### config.mk
export PLATFORM = sky130hd
export DESIGN_NAME = scanline_lane_drift_check
export DESIGN_NICKNAME = d
export VERILOG_FILES = /design/src/design/sldc_pkg.sv /design/src/design/sldc_csr.sv /design/src/design/sldc_track.sv /design/src/design/scanline_lane_drift_check.sv
export SDC_FILE = /design/constraint.sdc
export NUM_CORES = 1
export LEC_CHECK = 0
export BUFFER_PORTS_ARGS = -buffer_cell sky130_fd_sc_hd__clkbuf_2
export CAP_MARGIN = 10
export CORE_MARGIN = 2
export CORE_UTILIZATION = 45
export CTS_BUF_LIST = sky130_fd_sc_hd__clkbuf_8
export DETAILED_ROUTE_END_ITERATION = 7
export PLACE_DENSITY = 0.65
export RECOVER_POWER = 25
export SLEW_MARGIN = 20
export SYNTH_ARGS = -nofsm -noshare
export SYNTH_HDL_FRONTEND = slang
export SYNTH_SLANG_ARGS = --single-unit
### constraint.sdc
create_clock -name clock -period 8.4 [get_ports clock]
set_input_delay 0.84 -clock clock [delete_from_list [all_inputs] [get_ports clock]]
set_output_delay 0.84 -clock clock [all_outputs]
set_load 0.1 [all_outputs]
### src/design/sldc_pkg.sv
// ----------------------------------------------------------------------------
// sldc_pkg
// Shared types and constants for the scanline lane drift check.
// ----------------------------------------------------------------------------
package sldc_pkg;

   localparam int PIX_W   = 8;
   localparam int COORD_W = 12;
   localparam int GEOM_W  = 13;
   localparam int TOL_W   = 12;
   localparam int CSR_IDX_W  = 3;
   localparam int CSR_DATA_W = 13;

   localparam logic [GEOM_W-1:0] MAX_WIDTH  = 13'd4096;
   localparam logic [GEOM_W-1:0] MAX_HEIGHT = 13'd4096;
   localparam logic [GEOM_W-1:0] MIN_WIDTH  = 13'd2;
   localparam logic [GEOM_W-1:0] MIN_HEIGHT = 13'd1;

   localparam logic [CSR_IDX_W-1:0] CSR_THRESHOLD = 3'd0;
   localparam logic [CSR_IDX_W-1:0] CSR_OFFSET    = 3'd1;
   localparam logic [CSR_IDX_W-1:0] CSR_TOLERANCE = 3'd2;
   localparam logic [CSR_IDX_W-1:0] CSR_WIDTH     = 3'd3;
   localparam logic [CSR_IDX_W-1:0] CSR_HEIGHT    = 3'd4;

   localparam logic [PIX_W-1:0]  RST_THRESHOLD = 8'd180;
   localparam logic [GEOM_W-1:0] RST_OFFSET    = 13'd20;
   localparam logic [TOL_W-1:0]  RST_TOLERANCE = 12'd15;
   localparam logic [GEOM_W-1:0] RST_WIDTH     = 13'd640;
   localparam logic [GEOM_W-1:0] RST_HEIGHT    = 13'd480;

   localparam logic signed [1:0] VERDICT_CENTER = 2'sb00;
   localparam logic signed [1:0] VERDICT_RIGHT  = 2'sb01;
   localparam logic signed [1:0] VERDICT_LEFT   = 2'sb11;

   typedef struct packed {
      logic [PIX_W-1:0]   threshold;
      logic [TOL_W-1:0]   tolerance;
      logic [GEOM_W-1:0]  width;
      logic [COORD_W-1:0] last_col;
      logic [COORD_W-1:0] center;
      logic [COORD_W-1:0] last_row;
      logic               scan_ok;
      logic [COORD_W-1:0] scan_row;
   } geom_type;

   typedef struct packed {
      logic signed [1:0]  verdict;
      logic               left_found;
      logic               right_found;
      logic [COORD_W-1:0] left_column;
      logic [COORD_W-1:0] right_column;
   } result_type;

endpackage

### src/design/sldc_csr.sv
// ----------------------------------------------------------------------------
// sldc_csr
// Configuration registers and the clamped frame geometry derived from them.
// ----------------------------------------------------------------------------
module sldc_csr (
   input  logic                           clock,
   input  logic                           reset,
   input  logic                           csr_write,
   input  logic [sldc_pkg::CSR_IDX_W-1:0] csr_index,
   input  logic [sldc_pkg::CSR_DATA_W-1:0] csr_data,
   output sldc_pkg::geom_type             geom
);
   import sldc_pkg::*;

   logic [PIX_W-1:0]  threshold_ff;
   logic [GEOM_W-1:0] offset_ff;
   logic [TOL_W-1:0]  tolerance_ff;
   logic [GEOM_W-1:0] width_ff;
   logic [GEOM_W-1:0] height_ff;

   logic [GEOM_W-1:0] width_eff;
   logic [GEOM_W-1:0] height_eff;
   logic [GEOM_W-1:0] last_col_w;
   logic [GEOM_W-1:0] last_row_w;
   logic [GEOM_W-1:0] scan_row_w;

   always_ff @(posedge clock) begin
      if (reset) begin
         threshold_ff <= RST_THRESHOLD;
         offset_ff    <= RST_OFFSET;
         tolerance_ff <= RST_TOLERANCE;
         width_ff     <= RST_WIDTH;
         height_ff    <= RST_HEIGHT;
      end else if (csr_write) begin
         case (csr_index)
            CSR_THRESHOLD: threshold_ff <= csr_data[PIX_W-1:0];
            CSR_OFFSET:    offset_ff    <= csr_data;
            CSR_TOLERANCE: tolerance_ff <= csr_data[TOL_W-1:0];
            CSR_WIDTH:     width_ff     <= csr_data;
            CSR_HEIGHT:    height_ff    <= csr_data;
            default: ;
         endcase
      end
   end

   always_comb begin
      if (width_ff < MIN_WIDTH)
         width_eff = MIN_WIDTH;
      else if (width_ff > MAX_WIDTH)
         width_eff = MAX_WIDTH;
      else
         width_eff = width_ff;

      if (height_ff < MIN_HEIGHT)
         height_eff = MIN_HEIGHT;
      else if (height_ff > MAX_HEIGHT)
         height_eff = MAX_HEIGHT;
      else
         height_eff = height_ff;

      last_col_w = width_eff - 13'd1;
      last_row_w = height_eff - 13'd1;
      scan_row_w = height_eff - offset_ff;

      geom.threshold = threshold_ff;
      geom.tolerance = tolerance_ff;
      geom.width     = width_eff;
      geom.last_col  = last_col_w[COORD_W-1:0];
      geom.center    = width_eff[GEOM_W-1:1];
      geom.last_row  = last_row_w[COORD_W-1:0];
      geom.scan_ok   = (offset_ff != '0) && (offset_ff <= height_eff);
      geom.scan_row  = scan_row_w[COORD_W-1:0];
   end

endmodule

### src/design/sldc_track.sv
// ----------------------------------------------------------------------------
// sldc_track
// Column/row counters, marker capture on the scan row and frame verdict.
// ----------------------------------------------------------------------------
module sldc_track (
   input  logic                       clock,
   input  logic                       reset,
   input  sldc_pkg::geom_type         geom,
   input  logic                       step,
   input  logic [sldc_pkg::PIX_W-1:0] pixel_value,
   input  logic                       frame_start,
   output logic                       done,
   output sldc_pkg::result_type       result
);
   import sldc_pkg::*;

   logic [COORD_W-1:0] col_ff, col_in;
   logic [COORD_W-1:0] row_ff, row_in;
   logic [COORD_W-1:0] left_ff, left_in;
   logic [COORD_W-1:0] right_ff, right_in;
   logic               left_valid_ff, left_valid_in;
   logic               right_valid_ff, right_valid_in;

   logic [COORD_W-1:0] col_cur, row_cur, left_cur, right_cur;
   logic               left_valid_cur, right_valid_cur;
   logic               hit;
   logic               row_end;
   logic [COORD_W:0]   pair_sum;
   logic [COORD_W-1:0] mid;
   logic [COORD_W+1:0] upper_bound;
   logic [COORD_W+1:0] lower_sum;

   always_comb begin
      col_cur         = frame_start ? '0 : col_ff;
      row_cur         = frame_start ? '0 : row_ff;
      left_cur        = frame_start ? '0 : left_ff;
      right_cur       = frame_start ? '0 : right_ff;
      left_valid_cur  = frame_start ? 1'b0 : left_valid_ff;
      right_valid_cur = frame_start ? 1'b0 : right_valid_ff;

      hit = geom.scan_ok && (row_cur == geom.scan_row) && (pixel_value >= geom.threshold);

      left_in       = left_cur;
      left_valid_in = left_valid_cur;
      if (hit && (col_cur != '0) && (col_cur <= geom.center)) begin
         left_in       = col_cur;
         left_valid_in = 1'b1;
      end

      right_in       = right_cur;
      right_valid_in = right_valid_cur;
      if (hit && (col_cur >= geom.center) && ({1'b0, col_cur} < geom.width) &&
          !right_valid_cur) begin
         right_in       = col_cur;
         right_valid_in = 1'b1;
      end

      row_end = (col_cur >= geom.last_col);
      done    = row_end && (row_cur >= geom.last_row);

      // drift = mid - center, compared against +/- tolerance without signs
      pair_sum    = {1'b0, left_in} + {1'b0, right_in};
      mid         = pair_sum[COORD_W:1];
      upper_bound = {2'b00, geom.center} + {2'b00, geom.tolerance};
      lower_sum   = {2'b00, mid} + {2'b00, geom.tolerance};

      result.verdict = VERDICT_CENTER;
      if (left_valid_in && right_valid_in) begin
         if ({2'b00, mid} > upper_bound)
            result.verdict = VERDICT_RIGHT;
         else if (lower_sum < {2'b00, geom.center})
            result.verdict = VERDICT_LEFT;
      end
      result.left_found   = left_valid_in;
      result.right_found  = right_valid_in;
      result.left_column  = left_valid_in ? left_in : '0;
      result.right_column = right_valid_in ? right_in : '0;

      if (done) begin
         col_in = '0;
         row_in = '0;
      end else if (row_end) begin
         col_in = '0;
         row_in = row_cur + 12'd1;
      end else begin
         col_in = col_cur + 12'd1;
         row_in = row_cur;
      end
   end

   always_ff @(posedge clock) begin
      if (reset) begin
         col_ff         <= '0;
         row_ff         <= '0;
         left_ff        <= '0;
         right_ff       <= '0;
         left_valid_ff  <= 1'b0;
         right_valid_ff <= 1'b0;
      end else if (step) begin
         col_ff <= col_in;
         row_ff <= row_in;
         if (done) begin
            left_ff        <= '0;
            right_ff       <= '0;
            left_valid_ff  <= 1'b0;
            right_valid_ff <= 1'b0;
         end else begin
            left_ff        <= left_in;
            right_ff       <= right_in;
            left_valid_ff  <= left_valid_in;
            right_valid_ff <= right_valid_in;
         end
      end
   end

endmodule

### src/design/scanline_lane_drift_check.sv
// ----------------------------------------------------------------------------
// scanline_lane_drift_check
// Raster pixel stream in, one lane drift verdict out per frame.
// ----------------------------------------------------------------------------
//  port group | direction | transfer when          | contents
//  req_       | in        | req_valid & !req_stall | one pixel, frame start flag
//  rsp_       | out       | rsp_valid & !rsp_stall | verdict and marker columns
//  csr_       | in        | csr_write              | register index and data
//
//  One pixel per cycle unless stalled; input register, then result register.
//  A verdict leaves on the last pixel of each frame; other pixels give nothing.
//  A held verdict stalls the input register only when it also holds a pixel.
//  Synchronous reset restores the register defaults and clears the frame.
// ----------------------------------------------------------------------------
module scanline_lane_drift_check (
   input  logic                            clock,
   input  logic                            reset,
   input  logic                            req_valid,
   output logic                            req_stall,
   input  logic [sldc_pkg::PIX_W-1:0]      req_pixel_value,
   input  logic                            req_frame_start,
   output logic                            rsp_valid,
   input  logic                            rsp_stall,
   output logic signed [1:0]               rsp_verdict,
   output logic                            rsp_left_found,
   output logic                            rsp_right_found,
   output logic [sldc_pkg::COORD_W-1:0]    rsp_left_column,
   output logic [sldc_pkg::COORD_W-1:0]    rsp_right_column,
   input  logic                            csr_write,
   input  logic [sldc_pkg::CSR_IDX_W-1:0]  csr_index,
   input  logic [sldc_pkg::CSR_DATA_W-1:0] csr_data
);
   import sldc_pkg::*;

   geom_type   geom;
   result_type result;
   logic       done;
   logic       advance;
   logic       step;

   logic             stage_valid_ff, stage_valid_in;
   logic [PIX_W-1:0] stage_pixel_ff;
   logic             stage_start_ff;
   logic             rsp_valid_ff, rsp_valid_in;
   result_type       rsp_data_ff;

   sldc_csr u_csr (
      .clock     (clock),
      .reset     (reset),
      .csr_write (csr_write),
      .csr_index (csr_index),
      .csr_data  (csr_data),
      .geom      (geom)
   );

   sldc_track u_track (
      .clock       (clock),
      .reset       (reset),
      .geom        (geom),
      .step        (step),
      .pixel_value (stage_pixel_ff),
      .frame_start (stage_start_ff),
      .done        (done),
      .result      (result)
   );

   always_comb begin
      advance        = !rsp_valid_ff || !rsp_stall;
      step           = stage_valid_ff && advance;
      req_stall      = stage_valid_ff && !advance;
      stage_valid_in = req_stall ? stage_valid_ff : req_valid;
      rsp_valid_in   = advance ? (step && done) : rsp_valid_ff;
   end

   always_ff @(posedge clock) begin
      if (reset) begin
         stage_valid_ff <= 1'b0;
         rsp_valid_ff   <= 1'b0;
      end else begin
         stage_valid_ff <= stage_valid_in;
         rsp_valid_ff   <= rsp_valid_in;
      end
   end

   always_ff @(posedge clock) begin
      if (req_valid && !req_stall) begin
         stage_pixel_ff <= req_pixel_value;
         stage_start_ff <= req_frame_start;
      end
      if (step && done)
         rsp_data_ff <= result;
   end

   assign rsp_valid        = rsp_valid_ff;
   assign rsp_verdict      = rsp_data_ff.verdict;
   assign rsp_left_found   = rsp_data_ff.left_found;
   assign rsp_right_found  = rsp_data_ff.right_found;
   assign rsp_left_column  = rsp_data_ff.left_column;
   assign rsp_right_column = rsp_data_ff.right_column;

`ifndef SYNTHESIS
   a_verdict_needs_markers: assert property (@(posedge clock) disable iff (reset)
      rsp_valid && !(rsp_left_found && rsp_right_found) |-> rsp_verdict == VERDICT_CENTER)
      else $error("drift verdict without both markers");

   a_left_column_gated: assert property (@(posedge clock) disable iff (reset)
      rsp_valid && !rsp_left_found |-> rsp_left_column == '0)
      else $error("left column set without left marker");

   a_left_not_col0: assert property (@(posedge clock) disable iff (reset)
      rsp_valid && rsp_left_found |-> rsp_left_column != '0)
      else $error("left marker at column 0");

   a_stall_only_when_full: assert property (@(posedge clock) disable iff (reset)
      req_stall |-> stage_valid_ff && rsp_valid_ff)
      else $error("input stalled with room in the pipeline");
`endif

endmodule

==> summary.md <==
| Metric | Value |
|---|---|
| Fill cells | `2452` |
| Fin. max-slew vios | `99` |
| Worst EP arrival | `8.36 ns` |
| Ant diodes | `0` |
| Slew at the pin closest to its max-slew limit | `around 2.6 ns` |
| Status | `complete, but fails checks` |
| Leading area contributor after synthesis | `dfxtp_1` |
| Vias in the first global route | `roughly 9.8k` |
| Io pins | `60` |
| Max FO, Critical Path | `3` |
| First-pass GRT wire length | `51300 um` |
| Mapped Cells | `1410` |
| DIE AREA | `~0.027 sq mm` |
| Area grow syn2layout | `11.6%` |
| GRT overflow | `0` |
| Max_slew headroom | `-0.717` |
| TritonRoute pass-1 iters | `6` |
| Vias per cell | `5.75` |
| Top routing layer in use | `met4` |
| Hold Path Class | `flip-flop to flip-flop` |
| CP startpoint | `u_csr.height_ff[3]` |
| Top Family by Delay on Critical Path | `compound AO/OA/AOI/OAI gates` |
| Die Y | `163 um` |
| Sequential fraction of the synthesis area | `0.294` |
| Setup crit start kind | `flip-flop` |
| Worst-path clk slew | `about 0.10 ns` |
| CTS max path bufs | `2` |
| Leakage | `0.00575 uW` |
| Most used cell, CP | `ha_1` |
| DRC | `0` |
| Max stage delay on crit path | `0.56 ns` |
| Slowest cell on crit path | `or4b_4` |
| Finished Layout Cells | `roughly 1.8k` |
| Layout cells sized above 1 | `0.123` |
| Htree depth | `4` |
| # clock sinks | `roughly 150` |
| Clock root cell | `clkbuf_8` |
| Synth warn | `0` |
| DRT antenna net count | `0` |
| Detailed-route via count | `10.4k` |
| Drt first-iter violations | `roughly 810` |
| Quantity of hold-fixing buffers added after cts | `0` |
| Initial Utilization | `0.455` |
| Initial antenna violation count | `0` |
| # rows | `between 50 and 60` |
| Largest net degree at the start of global routing | `between 60 and 70` |
| Worst Skew | `0.0301 ns` |
| Chip width | `163 um` |
| Fin crit period | `8.04 ns` |
| WP buf/inv | `3` |
| Failing checks | `max-capacitance violations, max-slew violations` |
| Synth cell count leaders | `217 x nand2_1, 144 x ha_1, 126 x a21oi_1, 111 x dfxtp_1, 77 x nor2_1` |
| Final Worst Setup Slack | `0.357 ns` |
| Data required time of the worst path | `approximately 8.7 ns` |
| Ys async rst share | `0` |
| Final number of setup-violating endpoints | `0` |
| GPL Wtd Cong | `around 0.91` |
| Design area | `approximately 0.013 sq mm` |
| Largest cells by area after synthesis | `dfxtp_1 20%, ha_1 16%, edfxtp_1 9.8%` |
| Max Fclk | `about 120 MHz` |
| CP Capture Type | `flip-flop` |
| Hold_ws | `between 0.4 and 0.5 ns` |
| GRT Overall Usage | `0.244` |
| CTS tree | `built` |
| Cell with the most instances after synthesis | `nand2_1` |
| Final Cycle Share | `0.958` |
| DR WL met2 | `14500 um` |
| Ys flop type | `dfxtp_1` |
| Final Hold Viols | `0` |
| Syn_nets | `around 1.6k` |
| CTS buffer count | `17` |
| Post-Syn Area | `~0.011 sq mm` |
| Hold wc startpoint | `u_track.left_ff[3]` |
| Hpwl dp | `24200 um` |
| Reg2reg start | `u_csr.height_ff[3]` |
| # port buffers | `59` |
| Pre-CTS WS | `-0.149 ns` |
| Share of the synthesized area in the top cell type | `0.196` |
| Drt total wl | `32200 um` |
| Max Cap Violations | `2` |
| #FFs+latches synth | `148` |
| Mean Syn Cell Area | `8.05 sq um` |
| Placed insts | `between 1.5k and 2k` |
| Core area | `0.0250 sq mm` |
| Total Power | `1530 uW` |
| Wire length on met3 | `1660 um` |
| Critical path type | `flip-flop to flip-flop` |
| Clock Latency Late Sink | `0.49 ns` |
| DR WL/cell | `17.7 um` |
| Wl on met1 | `15400 um` |
| Worst vdd ir | `87.5 uV` |
| Dpl cell area | `roughly 0.012 sq mm` |
| Number of synthesized flops with an enable pin | `37` |
| Post-synth cell types | `76` |
| PwrDens | `121 mW/mm^2` |
| # nets final | `1651` |
kinds of logic after synthesis:
group	count (synthesis)	synth area share
flip-flops	148	0.294
buffers and inverters	135	0.0460
AO/OA/AOI/OAI	317	0.174
AND/OR/NAND/NOR	576	0.250
multiplexers	28	0.0252
XOR/XNOR	58	0.0454
adder cells (fa/ha/maj)	148	0.166
through the flow:
step                setup TNS (ns)  utilization
finish                           0        0.507
global route                -0.302        0.507
CTS                              0        0.501
detailed placement          -0.221        0.485
global placement                 0        0.485
floorplan                        0            -
registers in the layout (all words and copies together), names as in the netlist, 2 cells and up:
signal / cells
rsp_left_column: 12
u_csr.height_ff: 13
u_csr.threshold_ff: 8
rsp_verdict: 2
u_csr.tolerance_ff: 12
u_track.col_ff: 12
u_track.left_ff: 12
rsp_right_column: 12
u_csr.offset_ff: 13
u_track.right_ff: 12
u_track.row_ff: 12
u_csr.width_ff: 13
stage_pixel_ff: 8
layout by cell type, fill, tap and decap left out, types with 5 or more instances in the layout:
cell type  synthesis  routed
clkbuf_2           0      58
nor2b_1           40      40
a21o_1            33      33
nand2b_1          16      16
mux2i_1           23      22
clkbuf_8           0      17
inv_6              0       6
a211oi_1          10       9
o21ai_0           50      44
inv_1             73      72
o21a_1            20      20
nor2_1            77      73
a21oi_2            0       5
o2111ai_1          5       5
dfxtp_1          111     111
and3_1            17      17
nor3_1            41      41
buf_4              1      41
o21bai_1           8       8
a31oi_1           14      13
o21ai_1            1       7
xnor2_1           40      39
nor4_1            13      10
or4_1             10      10
nand4_1           23      23
and2_1             6       6
xor2_1            17      15
a21oi_1          126     121
or2_2              6       6
or3_1             13      13
nand2_1          217     215
edfxtp_1          37      37
nand3_1           63      63
nand3b_1          11      11
o211ai_1          13      13
ha_1             144     142
report_power, final:
group,internal (uW),leakage [uW],switching (uW)
Clock,248,0.000198,345
Sequential,738,0.00131,9.98
Combinational,70.3,0.00424,123
area by class of cell:
class	count	area [sq um]	area share
Clock buffer	17	234	0.0185
Clock inverter	15	156	0.0124
Inverter	75	282	0.0222
Multi-Input combinational cell	1127	7620	0.601
Sequential cell	148	3330	0.263
Tap cell	330	413	0.0326
Timing Repair Buffer	104	629	0.0497
per-layer routing:
| layer | global-route usage | up-vias |
|---|---|---|
| met5 | 0 | - |
| met4 | 0.0768 | 0 |
| met3 | 0.0278 | 47 |
| met2 | 0.390 | 295 |
| met1 | 0.343 | 4946 |
| li1 | - | 5152 |
path summary, 6_finish.rpt:
| check | cells past startpoint | to | slack (ns) |
|---|---|---|---|
| setup / recovery | 36 | rsp_verdict[1] | 0.36 |
| hold reg to reg | 2 | u_track.left_ff[3] | 0.46 |
| setup reg to reg | 36 | rsp_verdict[1] | 0.36 |
| hold / removal | 2 | u_track.left_ff[3] | 0.46 |
worst reg2reg max path: cells and delay by family (launching register included):
kind / cells / cell delay, ns
buffers and inverters: 3 / 0.32
xor gates and xnor gates: 2 / 0.37
adders and majority gates: 5 / 1.66
DFF: 1 / 0.33
AOI/OAI and AO/OA: 15 / 2.64
and+or+nand+nor: 11 / 2.59
what timing repair did:
action | CTS | global route
setup endpoints to repair | 2 | 2
gates resized for setup | 5 | 30
setup buffers | 0 | 7
pin swaps | 1 | 16
No activity file was read; power rests on OpenSTA's default activity.
